[src/rtl/lprl_pkg.sv]
// Shared types and constants for the longest-prefix route lookup block.
// No dependencies; imported by the entry cell and the top level.
`default_nettype none

package lprl_pkg;

  localparam int TABLE_DEPTH = 64;

  localparam int ADDR_W  = 32;
  localparam int LEN_W   = 6;
  localparam int SLOT_W  = 6;
  localparam int LIMIT_W = 7;
  // Wide enough for a cell index, a slot and the limit register at any depth up to 255
  localparam int CMP_W   = 8;

  localparam logic [LEN_W-1:0]  MAX_LEN  = LEN_W'(ADDR_W);
  localparam logic [ADDR_W-1:0] ALL_ONES = '1;

  // One token moving down the chain: a table write or a lookup with its best match so far.
  typedef struct packed {
    logic              lookup;
    logic [SLOT_W-1:0] slot;
    logic [ADDR_W-1:0] addr;   // network for a write, destination for a lookup
    logic [LEN_W-1:0]  len;    // prefix length for a write, best length for a lookup
    logic [ADDR_W-1:0] gw;     // next hop for a write, best gateway for a lookup
    logic              hit;
  } token_t;

endpackage

`default_nettype wire

[src/rtl/lprl_cell.sv]
// One route table entry and its compare stage in the lookup chain.
// Depends on lprl_pkg for the token type and widths.
`default_nettype none

module lprl_cell
  import lprl_pkg::*;
(
  input  wire logic             clk_i,
  input  wire logic             rst_ni,
  input  wire logic             en_i,
  input  wire logic [CMP_W-1:0] cell_idx_i,
  input  wire logic [LIMIT_W-1:0] limit_i,
  input  wire logic             valid_i,
  input  wire token_t           tok_i,
  output logic                  valid_o,
  output token_t                tok_o
);

  logic [ADDR_W-1:0] net_q;
  logic [LEN_W-1:0]  len_q;
  logic [ADDR_W-1:0] gw_q;

  logic              valid_q;
  token_t            tok_q;
  token_t            tok_d;

  logic [LEN_W-1:0]  clen;
  logic [ADDR_W-1:0] mask;
  logic              active;
  logic              match;
  logic              take;
  logic              wr_en;

  always_comb begin
    clen   = (len_q > MAX_LEN) ? MAX_LEN : len_q;
    mask   = ~(ALL_ONES >> clen);
    active = cell_idx_i < {{(CMP_W-LIMIT_W){1'b0}}, limit_i};
    match  = active && (((tok_i.addr ^ net_q) & mask) == '0);
    take   = tok_i.lookup && match && (!tok_i.hit || (clen > tok_i.len));
    wr_en  = en_i && valid_i && !tok_i.lookup &&
             ({{(CMP_W-SLOT_W){1'b0}}, tok_i.slot} == cell_idx_i);
  end

  always_comb begin
    tok_d = tok_i;
    if (take) begin
      tok_d.hit = 1'b1;
      tok_d.len = clen;
      tok_d.gw  = gw_q;
    end
  end

  // Table entry storage, undefined until written
  always_ff @(posedge clk_i) begin
    if (wr_en) begin
      net_q <= tok_i.addr;
      len_q <= tok_i.len;
      gw_q  <= tok_i.gw;
    end
  end

  always_ff @(posedge clk_i or negedge rst_ni) begin
    if (!rst_ni) begin
      valid_q <= 1'b0;
    end else if (en_i) begin
      valid_q <= valid_i;
    end
  end

  always_ff @(posedge clk_i) begin
    if (en_i) begin
      tok_q <= tok_d;
    end
  end

  assign valid_o = valid_q;
  assign tok_o   = tok_q;

endmodule

`default_nettype wire

[config.mk]
export PLATFORM = sky130hd
export DESIGN_NAME = lprl_cell
export DESIGN_NICKNAME = d
export VERILOG_FILES = /design/src/rtl/lprl_pkg.sv /design/src/rtl/lprl_cell.sv
export SDC_FILE = /design/constraint.sdc
export NUM_CORES = 1
export LEC_CHECK = 0
export BUFFER_PORTS_ARGS = -buffer_cell sky130_fd_sc_hd__clkbuf_2
export CAP_MARGIN = 5
export CORE_MARGIN = 1.5
export CORE_UTILIZATION = 56
export DETAILED_ROUTE_END_ITERATION = 7
export GPL_ROUTABILITY_DRIVEN = 0
export PLACE_DENSITY = 0.94
export SYNTH_ARGS = -nofsm -noshare
export SYNTH_HDL_FRONTEND = slang
export SYNTH_SLANG_ARGS = --single-unit
[constraint.sdc]
create_clock -name clk_i -period 6.95 [get_ports clk_i]
set_clock_uncertainty 0.15 [all_clocks]
set_input_delay 2.085 -clock clk_i [delete_from_list [all_inputs] [get_ports clk_i]]
set_output_delay 2.085 -clock clk_i [all_outputs]
set_load 0.03 [all_outputs]
==> summary.md, run 1 <==
| Metric | Value |
|---|---|
| Run status | complete, no violations |
| Leading cell types in the layout, fill and taps excluded | sky130_fd_sc_hd__clkbuf_2 (174), sky130_fd_sc_hd__edfxtp_1 (148), sky130_fd_sc_hd__xnor2_1 (23) |
| Async set-reset flop share out of synthesis | 0.6711% |
| Number of post-CTS setup repair buffers | 0 |
| Areal power density over the cells | 271.9 nW/um^2 |
| Count of hold buffers inserted by post-cts repair | 0 |
| Final critical-path required period | 4256 ps |
| Area fraction of the dominant cell type after synthesis | 72.36% |
| Final Cycle Share | 61.23% |
| Number of iterations in the first detailed-routing pass | 6 |
| Clk buf depth | 2 |
| Arithmetic-cell share of the synthesized area counting full adders, half adders and majority gates | 2.954% |
| Final cell area excluding filler cells | 7730 sq um |
| Synthesis warning total | 0 |
| Effective utilization at floorplan | 57.16% |
| Vias | 3844 |
| Max Clock Freq | 235.0 MHz |
| Synthesis-stage register bit count | 149 |
| Area overhead of the layout relative to synthesis | 25.85% |
| Largest net degree at the start of global routing | 43 |
| Dominant combinational cell family by area after synthesis | multiplexers |
| Post-synthesis compound-gate area fraction | 4.807% |
| Worst-Skew Late Latency | 520 ps |
| HPWL Detailed | 9215 um |
| Layout Utilization | 71.94% |
| TritonCTS Buffers | 17 |
| Via/cell ratio | 5.499 |
| Vias in the first global route | 3954 |
| Overflow after GRT | 0 |
| Die outline area | 11610 sq um |
| Total standard cell area after synthesis | 6142 sq um |
| All-layer global routing usage | 22.82% |
| Final wirelength | 13070 um |
| Worst reg-to-reg setup slack | 3480 ps |
| Static power due to leakage | 3.191 nW |
| End of the critical path | tok_o[9] |
| Number of levels the H-tree was split into | 4 |
| Count of flip-flops with a built-in enable after synthesis | 148 |
| Net count of the mapped netlist | 467 |
| Syn Inst Count | 358 |
| Number of remaining DRC errors | 0 |
| Startpoint types | primary input |
| Transition at the pin with the smallest max-transition slack | 598.8 ps |
| Crit path cell chain | clkbuf_2, inv_1, ha_1, a21o_1, a21oi_1, o21ai_0, o211a_1, o211a_1, nand3_2, buf_4, mux2_2 |
| Num rows | 38 |
| Final routed wire length divided by cell count | 18.70 um |
| Count of pins over their slew limit | 0 |
| Destination of the worst register-to-register timing path | tok_o[9] |
| Remaining number of nets flagged by the antenna check after routing | 0 |
| VDD IR-drop max | 0.0001844 V |
| Simple-Gate Fraction of Synth Area | 3.850% |
| Worst-case setup margin in the final layout | 2694 ps |
| Post-CTS sizing | 0 |
| Number of distinct standard cells referenced by the synthesized netlist | 43 |
| Part of the power in registers | 49.6% |
| Detailed Route Iter0 Violations | 312 |
| TritonCTS Sinks | 149 |
| Number of hold-slack violations in the final timing report | 0 |
| Final setup violating endpoints | 0 |
| Final-layout worst hold slack | 397.7 ps |
| Combinational cell fraction of total power | 10.0% |
| Cell type contributing the most total cell area after synthesis | sky130_fd_sc_hd__edfxtp_1 |
| Clk Tree Root Cell | sky130_fd_sc_hd__clkbuf_8 |
| Clk pin slew, worst setup/hold paths | 60 ps |
| Die height | 107.7 um |
| Commonest register cell after synthesis | sky130_fd_sc_hd__edfxtp_1 |
| Master of the slowest instance on the critical path | sky130_fd_sc_hd__buf_4 |
| Horizontal die dimension | 107.7 um |
| Total Power Consumption | 2.101 mW |
| Global-route wire length before repair | 19490 um |
| Critical path launch point | tok_i[36] |
| Sequential share of the synthesized area | 72.76% |
| Antenna cell count | 0 |
| CTS tree | yes |
| Initial antenna violation count | 0 |
| Worst reg2reg startpoint | len_q[2] |
| Critical path data required time | 7060 ps |
| Mux contribution to synthesized area | 8.026% |
| Final layout net count | 655 |
| Place WS | 2235 ps |
| Worst-path fanout max | 38 |
| Placed Area | 7176 sq um |
| Setup repair after global routing missed its margin | false |
| Number of top-level pins | 176 |
| Core outline area | 10750 sq um |
| Port Buf Inserts | 175 |
| R2R depth | 10 |
| Average cell area after synthesis | 17.16 sq um |
| Worst stage delay on the critical path | 490 ps |
| Leading cell type in the layout, fill and taps excluded | sky130_fd_sc_hd__clkbuf_2 |
| Share of final-layout standard cells stronger than drive strength 1 | 44.54% |
| Clock Power Share | 40.5% |
| Cell Count Post-Placement | 667 |
| Post-synthesis xor/xnor area fraction | 5.419% |
| Type of the most critical hold path | reg2reg |
| Non-Filler Instances | 699 |
| Internal power of the cells | 1.606 mW |
| Sw Pwr | 0.4950 mW |
| Sw Ratio | 23.56% |
| Worst Setup End Kind | register |
| CP Data Arrival Time | 4370 ps |
| Largest cells by area after synthesis | sky130_fd_sc_hd__edfxtp_1 (72%), sky130_fd_sc_hd__mux2_4 (4.4%), sky130_fd_sc_hd__mux2_2 (3.3%) |
| Worst slew margin | 60.08% |
| Most common cell on crit path | sky130_fd_sc_hd__o211a_1 |
| Count of max-cap constraint violations | 0 |
| Final sum of negative setup slack | 0 ps |
| Classification of the worst setup path | in2reg |
synthesized netlist by cell type (5+ instances only):
cell / n
sky130_fd_sc_hd__inv_1: 18
sky130_fd_sc_hd__nand2_1: 11
sky130_fd_sc_hd__xor2_1: 15
sky130_fd_sc_hd__o21ai_0: 9
sky130_fd_sc_hd__xnor2_1: 23
sky130_fd_sc_hd__mux2_2: 18
sky130_fd_sc_hd__mux2_4: 18
sky130_fd_sc_hd__buf_2: 5
sky130_fd_sc_hd__nand3_1: 8
sky130_fd_sc_hd__a21oi_1: 12
sky130_fd_sc_hd__nor2_1: 9
sky130_fd_sc_hd__ha_1: 12
sky130_fd_sc_hd__edfxtp_1: 148
registers in the layout, summed over array words and instances (netlist names):
register  cells
valid_o       1
gw_q         32
tok_o        78
net_q        32
len_q         6
routing by layer:
metal	vias to the layer above	part of all wire (%)	track usage, %
met5	-	0	0
met4	0	3.2	10.81
met3	41	6.6	5.145
met2	196	51	38.67
met1	1856	39	27.80
li1	1751	-	-
how the worst min path moves through the flow:
stage          slack [ps]        end  depth (start not counted)  startpoint
5_1_grt               410  tok_o[32]                          1    gw_q[31]
6_report              400   tok_o[3]                          1     gw_q[2]
3_5_place_dp          390  tok_o[29]                          1    gw_q[28]
2_1_floorplan         370   tok_o[1]                          1     gw_q[0]
4_1_cts               400   tok_o[3]                          1     gw_q[2]
3_3_place_gp          360    valid_o                          2     valid_o
logic make-up after synthesis:
family,count (synthesis)
xor+xnor,38
flops,149
compound gates,45
fa+ha+maj,15
mux,38
buf+inv,28
simple gates,45
cell type report:
type	count	area, sq um
flip-flops and latches	149	4469
clock buffers	18	417.9
clock inverters	14	136.4
multi-input cells	181	1555
fillers	720	3015
inverters	18	67.56
well taps	140	175.2
repair buffers	179	908.4
worst max-delay path, delay by kind of cell:
family | cells | cell delay (ps)
adder cells (fa/ha/maj) | 1 | 290
multiplexers | 1 | 410
AND/OR/NAND/NOR | 1 | 70
buffers and inverters | 3 | 640
AO/OA/AOI/OAI | 5 | 850
power by group through the flow:
stage	logic, mW	registers [mW]	clock network [mW]
floorplan	0.0377	1.14	0
global placement	0.202	1.06	0
detailed placement	0.209	1.06	0
CTS	0.210	1.04	0.862
global route	0.221	1.04	0.899
finish	0.209	1.04	0.851
Note: power is estimated with default switching activity, not from simulation.
==> run 2, diff against run 1 <==
--- a/config.mk
+++ b/config.mk
@@ -8,10 +8,10 @@
 export BUFFER_PORTS_ARGS = -buffer_cell sky130_fd_sc_hd__clkbuf_2
 export CAP_MARGIN = 5
 export CORE_MARGIN = 1.5
-export CORE_UTILIZATION = 56
+export CORE_UTILIZATION = 47
 export DETAILED_ROUTE_END_ITERATION = 7
 export GPL_ROUTABILITY_DRIVEN = 0
-export PLACE_DENSITY = 0.94
+export PLACE_DENSITY = 0.85
 export SYNTH_ARGS = -nofsm -noshare
 export SYNTH_HDL_FRONTEND = slang
 export SYNTH_SLANG_ARGS = --single-unit
==> constraint.sdc (replaced) <==
create_clock -name clk_i -period 3.5 [get_ports clk_i]
set_clock_uncertainty 0.15 [all_clocks]
set_input_delay 1.05 -clock clk_i [delete_from_list [all_inputs] [get_ports clk_i]]
set_output_delay 1.05 -clock clk_i [all_outputs]
set_load 0.03 [all_outputs]
==> run 2 against run 1 <==
Net effect:
- sequential share of layout area fell by 1.0 points
- utilization fell by 9.8 points
- sequential cell count did not move
- die area rose by 19%
- clock power rose by 110%
- final cell count rose by 5.3%
- count of clock-buffer cells in the layout fell by 1
- non-clock buffer count rose by 5
==> summary.md, run 2 (synthesis gave the netlist of run 1 again) <==
| Metric | Value |
|---|---|
| Run status | complete, no violations |
| Startpoint types | primary input |
| Master of the slowest instance on the critical path | sky130_fd_sc_hd__a2111oi_1 |
| All-layer global routing usage | 19.44% |
| Initial antenna violation count | 0 |
| Number of post-CTS setup repair buffers | 0 |
| Overflow after GRT | 0 |
| Storage cell area | 4469 sq um |
| Global-route wire length before repair | 20560 um |
| Number of levels the H-tree was split into | 4 |
| Crit path cell chain | clkbuf_2, inv_1, ha_1, a21o_1, a2111oi_1, o211ai_1, nor4_2, nand3_2, buf_4, mux2_4 |
| HPWL Detailed | 9281 um |
| Final routed wire length divided by cell count | 17.47 um |
| Die height | 117.3 um |
| Final Cycle Share | 90.28% |
| Worst reg2reg startpoint | len_q[2] |
| Leading cell types in the layout, fill and taps excluded | sky130_fd_sc_hd__clkbuf_2 (174), sky130_fd_sc_hd__edfxtp_1 (148), sky130_fd_sc_hd__xnor2_1 (23) |
| Detailed Route Iter0 Violations | 188 |
| Num rows | 41 |
| Layout Utilization | 62.11% |
| Effective utilization at floorplan | 48.47% |
| Worst stage delay on the critical path | 400 ps |
| TritonCTS Sinks | 149 |
| CP Data Arrival Time | 3180 ps |
| Clk pin slew, worst setup/hold paths | 60 ps |
| Critical path launch point | limit_i[5] |
| Area used by multi-input combinational logic | 1568 sq um |
| CTS tree | yes |
| Number of iterations in the first detailed-routing pass | 5 |
| Number of hold-slack violations in the final timing report | 0 |
| Number of top-level pins | 176 |
| Via/cell ratio | 5.079 |
| Final setup violating endpoints | 0 |
| Worst-Skew Late Latency | 420 ps |
| Die outline area | 13760 sq um |
| Core outline area | 12670 sq um |
| Leading cell type in the layout, fill and taps excluded | sky130_fd_sc_hd__clkbuf_2 |
| Area overhead of the layout relative to synthesis | 28.13% |
| Largest register FFs | 78 |
| TritonCTS Buffers | 17 |
| Fillers | 962 |
| Largest net degree at the start of global routing | 71 |
| Max Clock Freq | 316.5 MHz |
| Count of hold buffers inserted by post-cts repair | 0 |
| Antenna cell count | 0 |
| Placed Area | 7291 sq um |
| Clk Tree Root Cell | sky130_fd_sc_hd__clkbuf_16 |
| Total Power Consumption | 4.255 mW |
| VDD IR-drop max | 0.0003957 V |
| Final cell area excluding filler cells | 7870 sq um |
| Worst Setup End Kind | register |
| Clk buf depth | 2 |
| Final critical-path required period | 3160 ps |
| Post-CTS sizing | 0 |
| Vias | 3738 |
| Type of the most critical hold path | in2async |
| Transition at the pin with the smallest max-transition slack | 590.6 ps |
| Count of max-cap constraint violations | 0 |
| Worst slew margin | 60.63% |
| Static power due to leakage | 3.230 nW |
| Setup repair after global routing missed its margin | false |
| Worst-path fanout max | 12 |
| Classification of the worst setup path | in2reg |
| Areal power density over the cells | 540.7 nW/um^2 |
| Share of final-layout standard cells stronger than drive strength 1 | 45.57% |
| Count of pins over their slew limit | 0 |
| Critical path data required time | 3520 ps |
| Vias in the first global route | 3952 |
| Remaining number of nets flagged by the antenna check after routing | 0 |
| Number of remaining DRC errors | 0 |
| Final layout net count | 660 |
| Final wirelength | 12860 um |
| Port Buf Inserts | 175 |
| Horizontal die dimension | 117.3 um |
run 2: cell types whose count changed in the layout (fill, tap and decap cells not counted):
cell	change
sky130_fd_sc_hd__buf_4	+3
sky130_fd_sc_hd__clkinv_2	-3
sky130_fd_sc_hd__buf_12	+2
sky130_fd_sc_hd__clkinvlp_4	+2
sky130_fd_sc_hd__inv_6	+2
sky130_fd_sc_hd__clkbuf_1	-1
sky130_fd_sc_hd__clkbuf_16	+1
sky130_fd_sc_hd__clkbuf_8	-1
sky130_fd_sc_hd__nand2_1	-1
sky130_fd_sc_hd__nand2_4	+1
sky130_fd_sc_hd__nor3_1	-1
sky130_fd_sc_hd__nor3_2	+1
run 2: area by class of cell:
type,count,area share (%)
flip-flops and latches,149,56.79
well taps,172,2.734
clock buffers,17,5.405
inverters,18,0.8585
repair buffers,184,12.34
multi-input cells,181,19.92
clock inverters,15,1.955
run 2: critical path: cells and delay by family:
family / cells / cell delay, ps
multiplexers: 1 / 310
adder cells (fa/ha/maj): 1 / 280
buffers and inverters: 3 / 350
AO/OA/AOI/OAI: 3 / 740
AND/OR/NAND/NOR: 2 / 440
run 2: through the flow:
stage | worst slack, ps | instances | hold WS (ps) | setup TNS, ps
after floorplan | -155.5 | 358 | 374.6 | -10880
after global placement | -58.50 | 704 | 360.5 | -1227
after detailed placement | -96.26 | 704 | 385.0 | -2517
after CTS | 336.2 | 736 | 228.2 | 0
after global routing | 200.4 | 736 | 236.0 | 0
final | 340.2 | 736 | 245.7 | 0
run 2: final timing paths:
kind / to / slack [ps] / cells past startpoint
min in group clk_i: valid_o / 390 / 2
max in group asynchronous: valid_o / 2870 / 1
hold reg to reg: valid_o / 390 / 2
hold / removal: valid_o / 250 / 1
setup reg to reg: tok_o[3] / 390 / 10
setup / recovery: tok_o[25] / 340 / 10
run 2: where the power goes:
group	internal, mW	total, mW	switching [mW]
Clock	1.05	1.77	0.720
Combinational	0.139	0.417	0.278
Sequential	2.05	2.07	0.0217
run 2: routing by layer:
metal	wire (um)	global-route usage [%]
met1	5484	24.32
met2	6139	30.77
met3	1084	7.344
met4	146	7.485
met5	0	0
